File: src/rtl/lkvt_pkg.sv
// Package for the linear key-value table: sizes, command and status codes,
// the word types of both channels and the RAM access struct.
// Depends on nothing; every other file of the block but lkvt_ram imports it.
package lkvt_pkg;

    localparam int DEPTH       = 16;
    localparam int KEY_BYTES   = 8;
    localparam int VALUE_WIDTH = 32;

    localparam int KEY_W  = 8 * KEY_BYTES;
    localparam int VAL_W  = VALUE_WIDTH;
    localparam int ENT_W  = KEY_W + VAL_W;
    localparam int IDX_W  = $clog2(DEPTH);
    localparam int CNT_W  = $clog2(DEPTH + 1);
    localparam int MAX_W  = 5;
    localparam int CAP_W  = (CNT_W > MAX_W) ? CNT_W : MAX_W;

    localparam int IN_KEY_W   = 64;
    localparam int IN_VAL_W   = 32;
    localparam int OUT_DATA_W = 32;
    localparam int OUT_CNT_W  = 5;

    localparam int APB_ADDR_W = 3;
    localparam int APB_DATA_W = 32;

    localparam logic [MAX_W-1:0] MAX_SIZE_RESET = 5'd16;

    // Register index, taken from the word address bits of paddr.
    localparam logic [APB_ADDR_W-3:0] REG_MAX_SIZE = '0;

    typedef enum logic [1:0] {
        CMD_LOOKUP = 2'd0,
        CMD_SET    = 2'd1,
        CMD_DELETE = 2'd2,
        CMD_NOP    = 2'd3
    } t_cmd;

    typedef enum logic [1:0] {
        ST_OK   = 2'd0,
        ST_MISS = 2'd1,
        ST_FULL = 2'd2
    } t_status;

    typedef struct packed {
        t_cmd                cmd;
        logic [IN_KEY_W-1:0] key;
        logic [IN_VAL_W-1:0] value;
    } t_in_word;

    typedef struct packed {
        t_status               status;
        logic                  found;
        logic [OUT_DATA_W-1:0] data;
        logic [OUT_CNT_W-1:0]  count;
    } t_out_word;

    typedef struct packed {
        logic             we;
        logic [IDX_W-1:0] waddr;
        logic [ENT_W-1:0] wdata;
        logic [IDX_W-1:0] raddr;
    } t_ram_req;

endpackage

File: src/rtl/lkvt_ram.sv
// Generic single-write, single-read RAM with a registered read port.
// Depends on nothing; the table's entries live in one instance of it.
module lkvt_ram #(
    parameter int WIDTH = 8,
    parameter int DEPTH = 16
) (
    input  logic                     i_clk,
    input  logic                     i_we,
    input  logic [$clog2(DEPTH)-1:0] i_waddr,
    input  logic [WIDTH-1:0]         i_wdata,
    input  logic [$clog2(DEPTH)-1:0] i_raddr,
    output logic [WIDTH-1:0]         o_rdata
);

    logic [WIDTH-1:0] r_mem [DEPTH];
    logic [WIDTH-1:0] r_rdata;

    always_ff @(posedge i_clk) begin
        if (i_we) begin
            r_mem[i_waddr] <= i_wdata;
        end
        r_rdata <= r_mem[i_raddr];
    end

    assign o_rdata = r_rdata;

endmodule

File: src/rtl/lkvt_ctrl.sv
// Command sequencer: walks the entries through the RAM with one shared key
// comparator, then updates, appends or shifts entries down on a delete.
// Depends on lkvt_pkg.
module lkvt_ctrl (
    input  logic                          i_clk,
    input  logic                          i_rst_n,
    input  logic                          i_start,
    input  lkvt_pkg::t_in_word            i_word,
    input  logic [lkvt_pkg::MAX_W-1:0]    i_max_size,
    output logic                          o_idle,
    output logic                          o_res_valid,
    output lkvt_pkg::t_out_word           o_res,
    input  logic                          i_res_take,
    output lkvt_pkg::t_ram_req            o_ram,
    input  logic [lkvt_pkg::ENT_W-1:0]    i_rdata
);
    import lkvt_pkg::*;

    // The result waits in a state of its own until the output stage takes it.
    typedef enum logic [6:0] {
        ST_IDLE  = 7'b0000001,
        ST_READ  = 7'b0000010,
        ST_CMP   = 7'b0000100,
        ST_EXEC  = 7'b0001000,
        ST_SH_RD = 7'b0010000,
        ST_SH_WR = 7'b0100000,
        ST_DONE  = 7'b1000000
    } t_state;

    t_state           r_state, n_state;
    t_cmd             r_cmd, n_cmd;
    logic [KEY_W-1:0] r_key, n_key;
    logic [VAL_W-1:0] r_val, n_val;
    logic [IDX_W-1:0] r_idx, n_idx;
    logic             r_hit, n_hit;
    logic [VAL_W-1:0] r_data, n_data;
    logic [CNT_W-1:0] r_count, n_count;
    t_status          r_status, n_status;

    logic [CNT_W-1:0] w_idx_nxt;
    logic             w_key_eq;
    logic             w_full;

    assign w_idx_nxt = CNT_W'(r_idx) + CNT_W'(1);
    assign w_key_eq  = (i_rdata[ENT_W-1 -: KEY_W] == r_key);
    assign w_full    = (CAP_W'(r_count) >= CAP_W'(i_max_size)) ||
                       (CAP_W'(r_count) >= CAP_W'(DEPTH));

    always_comb begin
        n_state  = r_state;
        n_cmd    = r_cmd;
        n_key    = r_key;
        n_val    = r_val;
        n_idx    = r_idx;
        n_hit    = r_hit;
        n_data   = r_data;
        n_count  = r_count;
        n_status = r_status;
        o_ram.we    = 1'b0;
        o_ram.waddr = r_idx;
        o_ram.wdata = {r_key, r_val};
        o_ram.raddr = r_idx;

        unique case (r_state)
            ST_IDLE: begin
                if (i_start) begin
                    n_cmd    = i_word.cmd;
                    n_key    = KEY_W'(i_word.key);
                    n_val    = VAL_W'(i_word.value);
                    n_idx    = '0;
                    n_hit    = 1'b0;
                    n_data   = '0;
                    n_status = ST_OK;
                    n_state  = (r_count == '0) ? ST_EXEC : ST_READ;
                end
            end
            ST_READ: begin
                n_state = ST_CMP;
            end
            ST_CMP: begin
                if (w_key_eq) begin
                    n_hit   = 1'b1;
                    n_data  = i_rdata[VAL_W-1:0];
                    n_state = ST_EXEC;
                end else if (w_idx_nxt >= r_count) begin
                    n_state = ST_EXEC;
                end else begin
                    n_idx   = w_idx_nxt[IDX_W-1:0];
                    n_state = ST_READ;
                end
            end
            ST_EXEC: begin
                n_state = ST_DONE;
                unique case (r_cmd)
                    CMD_LOOKUP: begin
                        if (!r_hit) begin
                            n_status = ST_MISS;
                        end
                    end
                    CMD_SET: begin
                        if (r_hit) begin
                            o_ram.we = 1'b1;
                        end else if (w_full) begin
                            n_status = ST_FULL;
                        end else begin
                            o_ram.we    = 1'b1;
                            o_ram.waddr = r_count[IDX_W-1:0];
                            n_count     = r_count + CNT_W'(1);
                        end
                    end
                    CMD_DELETE: begin
                        if (r_hit) begin
                            n_count = r_count - CNT_W'(1);
                            // Entries behind the removed one move down.
                            if (w_idx_nxt < r_count) begin
                                n_state = ST_SH_RD;
                            end
                        end else begin
                            n_status = ST_MISS;
                        end
                    end
                    CMD_NOP: begin
                    end
                    default: begin
                    end
                endcase
            end
            ST_SH_RD: begin
                o_ram.raddr = w_idx_nxt[IDX_W-1:0];
                n_state     = ST_SH_WR;
            end
            ST_SH_WR: begin
                o_ram.we    = 1'b1;
                o_ram.wdata = i_rdata;
                n_idx       = w_idx_nxt[IDX_W-1:0];
                n_state     = (w_idx_nxt < r_count) ? ST_SH_RD : ST_DONE;
            end
            ST_DONE: begin
                if (i_res_take) begin
                    n_state = ST_IDLE;
                end
            end
            default: begin
                n_state = ST_IDLE;
            end
        endcase
    end

    always_ff @(posedge i_clk) begin
        if (!i_rst_n) begin
            r_state <= ST_IDLE;
            r_count <= '0;
        end else begin
            r_state <= n_state;
            r_count <= n_count;
        end
        r_cmd    <= n_cmd;
        r_key    <= n_key;
        r_val    <= n_val;
        r_idx    <= n_idx;
        r_hit    <= n_hit;
        r_data   <= n_data;
        r_status <= n_status;
    end

    assign o_idle       = (r_state == ST_IDLE);
    assign o_res_valid  = (r_state == ST_DONE);
    assign o_res.status = r_status;
    assign o_res.found  = r_hit;
    assign o_res.data   = (r_cmd == CMD_LOOKUP && r_hit) ? OUT_DATA_W'(r_data) : '0;
    assign o_res.count  = OUT_CNT_W'(r_count);

endmodule

File: src/rtl/linear_key_value_table.sv
// Top level of the linear key-value table: APB register, command sequencer,
// entry RAM and the output register. Depends on lkvt_pkg, lkvt_ctrl, lkvt_ram.
//
//   port group   direction  handshake                 word
//   in           input      i_in_valid / o_in_stall   t_in_word  (cmd, key, value)
//   out          output     o_out_valid / i_out_stall t_out_word (status, found, data, count)
//   apb          input      psel, penable, pready     max_size at byte address 0
//
// A command with n entries held reads and compares m <= n of them in turn
// (ST_READ, ST_CMP), one entry at a time through the one key comparator and
// RAM read port, then executes (ST_EXEC); a delete next moves each entry
// behind the removed one down (ST_SH_RD, ST_SH_WR) before ST_DONE.
// One command is in work at a time; the next is taken once the result has
// moved into the output register, which may wait on i_out_stall meanwhile.
// Reset empties the table and sets max_size to 16; no clearing pass is needed.
module linear_key_value_table (
    input  logic                             i_clk,
    input  logic                             i_rst_n,
    input  logic                             i_in_valid,
    output logic                             o_in_stall,
    input  lkvt_pkg::t_in_word               i_in_word,
    output logic                             o_out_valid,
    input  logic                             i_out_stall,
    output lkvt_pkg::t_out_word              o_out_word,
    input  logic                             psel,
    input  logic                             penable,
    input  logic                             pwrite,
    input  logic [lkvt_pkg::APB_ADDR_W-1:0]  paddr,
    input  logic [lkvt_pkg::APB_DATA_W-1:0]  pwdata,
    output logic [lkvt_pkg::APB_DATA_W-1:0]  prdata,
    output logic                             pready
);
    import lkvt_pkg::*;

    logic [MAX_W-1:0] r_max_size;
    logic             r_out_valid;
    t_out_word        r_out_word;

    logic             w_idle;
    logic             w_start;
    logic             w_res_valid;
    t_out_word        w_res;
    logic             w_take;
    logic             w_cfg_wr;
    logic             w_sel_max;
    t_ram_req         w_ram;
    logic [ENT_W-1:0] w_rdata;

    assign pready    = 1'b1;
    assign w_sel_max = (paddr[APB_ADDR_W-1:2] == REG_MAX_SIZE);
    assign w_cfg_wr  = psel && penable && pwrite && pready;
    assign prdata    = w_sel_max ? APB_DATA_W'(r_max_size) : '0;

    always_ff @(posedge i_clk) begin
        if (!i_rst_n) begin
            r_max_size <= MAX_SIZE_RESET;
        end else if (w_cfg_wr && w_sel_max) begin
            r_max_size <= pwdata[MAX_W-1:0];
        end
    end

    assign o_in_stall = !w_idle;
    assign w_start    = i_in_valid && w_idle;

    lkvt_ctrl u_ctrl (
        .i_clk       (i_clk),
        .i_rst_n     (i_rst_n),
        .i_start     (w_start),
        .i_word      (i_in_word),
        .i_max_size  (r_max_size),
        .o_idle      (w_idle),
        .o_res_valid (w_res_valid),
        .o_res       (w_res),
        .i_res_take  (w_take),
        .o_ram       (w_ram),
        .i_rdata     (w_rdata)
    );

    lkvt_ram #(
        .WIDTH (ENT_W),
        .DEPTH (DEPTH)
    ) u_ram (
        .i_clk   (i_clk),
        .i_we    (w_ram.we),
        .i_waddr (w_ram.waddr),
        .i_wdata (w_ram.wdata),
        .i_raddr (w_ram.raddr),
        .o_rdata (w_rdata)
    );

    // The output register takes a new word when it is empty or being drained.
    assign w_take = w_res_valid && (!r_out_valid || !i_out_stall);

    always_ff @(posedge i_clk) begin
        if (!i_rst_n) begin
            r_out_valid <= 1'b0;
        end else if (w_take) begin
            r_out_valid <= 1'b1;
        end else if (!i_out_stall) begin
            r_out_valid <= 1'b0;
        end
        if (w_take) begin
            r_out_word <= w_res;
        end
    end

    assign o_out_valid = r_out_valid;
    assign o_out_word  = r_out_word;

endmodule

File: config.mk
export PLATFORM = sky130hd
export DESIGN_NAME = linear_key_value_table
export DESIGN_NICKNAME = d
export VERILOG_FILES = /design/src/rtl/lkvt_pkg.sv /design/src/rtl/lkvt_ram.sv /design/src/rtl/lkvt_ctrl.sv /design/src/rtl/linear_key_value_table.sv
export SDC_FILE = /design/constraint.sdc
export NUM_CORES = 2
export LEC_CHECK = 0
export ABC_AREA = 1
export BUFFER_PORTS_ARGS = -buffer_cell sky130_fd_sc_hd__buf_4
export CORE_MARGIN = 2
export CORE_UTILIZATION = 45
export DETAILED_ROUTE_END_ITERATION = 6
export PLACE_DENSITY_LB_ADDON = 0.12
export SKIP_LAST_GASP = 1
export SYNTH_ARGS = -nofsm -noshare
export SYNTH_HDL_FRONTEND = slang
export SYNTH_SLANG_ARGS = --single-unit
File: constraint.sdc
create_clock -name i_clk -period 7.7 [get_ports i_clk]
set_input_delay 0.385 -clock i_clk [delete_from_list [all_inputs] [get_ports i_clk]]
set_output_delay 0.385 -clock i_clk [all_outputs]
set_load 0.01 [all_outputs]
Word level (Yosys, flattened, before mapping)
Memory sizes are Yosys's and may differ from the RTL's. A register that Yosys moved wholly into a read port is not among the register bits.
Cells that the tools add are included.
Widths: inputs -> output; s select.
Operators by class
  add/subtract/negate cells: 3
  multiply operators: 0
  div/mod/pow operators: 0
  order comparisons: 4
  equal/unequal tests: 23
  shift-type cells: 0
  multiplexer cells: 42
  bitwise gates (word level): 1
  reduce and logical (&&, ||, !) cells: 24
Operator list (number)
  $mux 96: 1
  $eq 64x64->1: 1
  $mux 32: 2
  $pmux 32 s2: 1
  $pmux 7 s7: 1
  $mux 7: 6
  $mux 4: 8
  $mux 5: 6
  $pmux 4 s3: 1
  $ge 5x5->1: 2
  $ne 2x1->1 const B: 5
  $pmux 5 s2: 1
  $ne 3x3->1 const B: 3
  $mux 2: 4
  $ne 2x2->1 const B: 4
  $pmux 2 s2: 2
  $eq 7x1->1 const B: 1
  $eq 7x2->1 const B: 1
  $eq 7x3->1 const B: 1
  $eq 7x4->1 const B: 1
  $eq 7x5->1 const B: 1
  $eq 7x6->1 const B: 1
  $eq 7x7->1 const B: 1
  $mux 1: 7
  23 further kinds: 35
Storage, ports and cells
  register bits: 195
  latch bits: 0
  RAM bits: 1536
  ROM bits: 0
  output and inout port bits: 75
  word-level logic and storage cells: 113
  memories kept: 1
Memory list
  u_ram.r_mem: words 16, bits a word 96, rd ports 1, clocked after memory_dff 1, wr ports 1, RTL line lkvt_ram.sv:15  | logic [WIDTH-1:0] r_mem [DEPTH];

Depth between registers and ports, before layout
  word-level depth: 8
  gate-level depth with buffers: 15

Hierarchy
Synthesis repeated with hierarchy kept, for this count alone.
Unflattened totals
  cell total of the unflattened synthesis: 7452
  area, all modules: 77578.2 um^2
By module, submodules not included
  lkvt_ram: instances 1, cells an instance 6302, area each 67643.6 um^2
  lkvt_ctrl: instances 1, cells an instance 1027, area each 8194.1 um^2
  linear_key_value_table: instances 1, cells an instance 123, area each 1740.4 um^2

Worst setup path after synthesis
Ideal clock, no wire load.
  path kind: reg-to-reg
  from: register u_ctrl.r_count[0]
  to: memory u_ram.r_mem[0][0] (netlist bit) (enable)
  arrival time: 5.749 ns
  slack: 1.400 ns
  cell stages (with the launch flop): 10
  buffers on the path: 0
  period minus slack after synthesis: 6.300 ns
  cell sequence: dfxtp_1 inv_1 ha_1 o21ai_0 nand2_1 nor2_1 nand2_1 o21ai_0 nand2_1 nor2_1
On the way
  longest elaborated chain between the ends: 8
  elaborated cells between the ends (all ways): 11
Ends and longest elaborated chain
  from (decl): RTL line lkvt_ctrl.sv:37  | logic [CNT_W-1:0] r_count, n_count;
  from (signal assigned): RTL line lkvt_ctrl.sv:155  | r_count <= n_count;
  $ge 5x5->1, on equally long branches: RTL line lkvt_ctrl.sv:46, lkvt_ctrl.sv:47
  $logic_or 1x1->1: RTL line lkvt_ctrl.sv:46  | assign w_full = (CAP_W'(r_count) >= CAP_W'(i_max_size)) ||
  $mux 5 (*): RTL line lkvt_ctrl.sv:103  | end else if (w_full) begin
  $mux 1: RTL line lkvt_ctrl.sv:101  | if (r_hit) begin
  $mux 5 (*): RTL line lkvt_ctrl.sv:94  | unique case (r_cmd)
  $pmux 1 s2: RTL line lkvt_ctrl.sv:64  | unique case (r_state)
  $mux 1: RTL line lkvt_ram.sv:19  | if (i_we) begin
  $mux 1 (not written as such): RTL line lkvt_ram.sv:20  | r_mem[i_waddr] <= i_wdata;
  to (decl): RTL line lkvt_ram.sv:15
Mark *: on every way between the ends. The rest lies on a longest branch, timed or not.

Worst setup path in the final report
  from: register u_ctrl.r_count[0]
  to: memory u_ram.r_mem[15][79] (netlist bit) (enable)
Same word-level chain as after synthesis.

==> impl_metrics.tcl <==
set metrics [dict create \
    status "finished clean" \
    core_mm2 0.163 \
    wl_per_cell_um 21.6 \
    synth-compound-area-share_pct 9.76 \
    vias 44700 \
    ys_ff_latch 1827 \
    grt_max_degree 191 \
    drt_iter0_drc 3660 \
    clk_pin_slew_ns 0.06 \
    crit_chain "inv_1 -> ha_1 -> o21ai_0 -> nand2_1 -> nor2_1 -> nand2_1 -> nand2_1 -> o21ai_0 -> inv_1 -> nand3_1 -> nor2_4 -> buf_12" \
    design.portCount 215 \
    critPathCaptureType "flip-flop" \
    finalNonFillerCells 8522 \
    slew_viol_final 0 \
    rows 148 \
    layout-drive-gt1-share_pct 9.91 \
    htree_num_levels 4 \
    setup_viol 0 \
    grt_first_pass_wirelength_um 275000 \
    avgSynthCellArea_um2 12.5 \
    arrival_ns 4.83 \
    clk_latency_ns 0.84 \
    place_worst_setup_slack_ns 3.27 \
    synthSimpleGateAreaFrac_pct 10.3 \
    hold_ws_ns 0.161 \
    die_w_um 409 \
    tns_ns 0 \
    ant_nets 0 \
    power_leakage_nw 31.4 \
    synth_area_mm2 0.0737 \
    p_per_area_mw_per_mm2 348 \
    r2r_slack_ns 3.30 \
    ys_types 37 \
    dpl.hpwl_um 80000 \
    start_util_pct 45.3 \
    dp.cells 8053 \
    ys_seq_area_share_pct 72.8 \
    holdCritPathClass "input pin to flip-flop" \
    yosys_warnings 0 \
    grt-ovfl-total 0 \
    cp.required_ns 8.13 \
    synthAdderAreaFrac_pct 0.265 \
    rsz0062_at_grt "false" \
    gp_congestion 0.745 \
    first_pass_iters 6 \
    post_cts_resize_count 0 \
    cpMaxStageDelayCell "nor2_4" \
    path_common_cell "nand2_1" \
    area.growth.synth_to_final_pct 14.9 \
    synthMuxAreaShare_pct 0 \
    cts_buffers 191 \
    grt_pass1_vias 42900 \
    finalCriticalPeriod_ns 4.40 \
    timing.final.crit_share_pct 57.2 \
    track_usage_pct 22.0 \
    crit_family "simple AND/OR/NAND/NOR gates" \
    fin_skew_ns 0.0641 \
    drv_cap 0 \
    hold_viol_final 0 \
    drc 0 \
    cp-start-kind "flip-flop" \
    io_buffers 157 \
    cts_max_path_buffers 3 \
    vias_per_cell 5.25 \
    cts.sinks 1827 \
    worst_slack_ns 3.30 \
    cts_tree "yes" \
    fin_nets 6334 \
    tightest_slew_ns 1.08 \
    vdd_drop_max_mv 0.322 \
    synth-xor-area-share_pct 0.178 \
    slowest_delay_ns 0.91 \
    cts_root_buffer "clkbuf_16" \
    max-slew-margin-rel_pct 27.8 \
    critPathBufInv 3 \
    synth_top_family_by_area "simple AND/OR/NAND/NOR gates" \
    syn_inst 5918 \
    die-area_mm2 0.167 \
    max_freq_mhz 227 \
    antenna_found_initial 2 \
    die_h_um 409 \
    final_util_pct 52.1 \
    critical_path_peak_fanout 77 \
    postRouteWirelength_um 184000 \
    path_class "flip-flop to flip-flop" \
]
through the flow:
stage,instance area [um^2],power (mW)
5_1_grt,84700,31.1
6_report,84700,29.4
4_1_cts,84700,29.7
3_3_place_gp,77500,20.6
3_5_place_dp,77500,20.7
2_1_floorplan,73800,18.2
worst paths after layout:
kind	from	to	cells past startpoint
min	psel	r_max_size[1]	4
min reg2reg	u_ctrl.r_status[1]	o_out_word[39]	0
max	u_ctrl.r_count[0]	u_ram.r_mem[15][79]	12
max reg2reg	u_ctrl.r_count[0]	u_ram.r_mem[15][79]	12
worst register-to-register path, cell delays in order (launching register included):
cell and delay [ns]:
dfxtp_1 0.46, inv_1 0.16, ha_1 0.30, o21ai_0 0.16, nand2_1 0.06, nor2_1 0.31
nand2_1 0.21, nand2_1 0.09, o21ai_0 0.14, inv_1 0.11, nand3_1 0.30, nor2_4 0.91
buf_12 0.61
registers in the layout (all words and copies together), names as in the netlist:
name	flops
u_ctrl.r_cmd	2
u_ram.o_rdata	96
u_ctrl.r_status	2
r_max_size	5
u_ctrl.r_idx	4
u_ctrl.r_state	7
o_out_word	40
u_ctrl.r_hit	1
o_out_valid	1
u_ctrl.r_key	64
u_ctrl.r_count	5
u_ctrl.r_val	32
u_ctrl.r_data	32
u_ram.r_mem	1536
power by group:
group / leakage (nW) / switching, mW / internal [mW]
logic: 11.9 / 5.68 / 2.34
clock network: 3.04 / 3.83 / 5.17
registers: 16.5 / 0.322 / 12.1
metal layers:
layer	wire, um	part of all wire, %	vias up	track usage, %
met2	88400	48	1098	36.4
li1	-	-	21400	-
met1	83200	45	22000	30.8
met4	3540	1.9	0	5.38
met3	9130	5.0	227	2.87
met5	0	0	-	0
Yosys cell counts, drive strengths merged:
cell type,instances,area (um^2)
dfxtp,114,2280
or2,38,238
nand4,4,31.3
xor2,14,123
and3,1,6.26
xnor2,1,8.76
ha,14,175
nand2,1032,3880
fa,1,20.0
inv,807,3030
o21ai,261,1310
o221ai,1,8.76
a211oi,1,7.51
a21oi,14,70.1
buf,310,1660
conb,2,7.51
edfxtp,1713,51400
o21bai,1,7.51
nor2,312,1190
nand3,440,2210
a21boi,1,7.51
o211ai,770,5780
clkbuf,61,231
nor3,5,25.0
kinds of logic after synthesis:
family / Yosys count
buffers and inverters: 1178
and+or+nand+nor: 1832
AOI/OAI and AO/OA: 1049
adders and majority gates: 15
DFF: 1827
xor gates and xnor gates: 15
other: 2
layout make-up:
type / instances / area (um^2)
Fill cell: 13900 / 78000
Sequential cell: 1827 / 53700
Multi-Input combinational cell: 2939 / 15400
Clock buffer: 256 / 5210
Timing Repair Buffer: 413 / 3650
Inverter: 807 / 3050
Tap cell: 2175 / 2720
Clock inverter: 103 / 962
Antenna cell: 2 / 5.00
repair_timing:
| item | in CTS | in global routing |
|---|---|---|
| setup buffers | 0 | 0 |
| hold buffers | 108 | 0 |
| endpoints found under the hold margin | 114 | 0 |
cells in the final DEF (no fill, tap or decap), types with 5 or more instances in the layout:
| cell type | n |
|---|---|
| nor2_1 | 291 |
| ha_1 | 14 |
| inv_16 | 5 |
| nand3_1 | 439 |
| dfxtp_1 | 114 |
| conb_1 | 28 |
| clkbuf_8 | 14 |
| buf_4 | 283 |
| buf_12 | 22 |
| clkinv_2 | 41 |
| inv_1 | 802 |
| o21ai_0 | 209 |
| xor2_1 | 14 |
| or2_2 | 12 |
| clkbuf_16 | 193 |
| o211ai_1 | 770 |
| dlygate4sd3_1 | 108 |
| clkinv_1 | 34 |
| o21ai_1 | 49 |
| a21oi_1 | 14 |
| bufinv_16 | 12 |
| edfxtp_1 | 1713 |
| or2_1 | 26 |
| nand2_1 | 1028 |
| clkbuf_1 | 49 |
| nor2_4 | 18 |
| nor3_1 | 5 |
(Power assumes the default switching activity.)
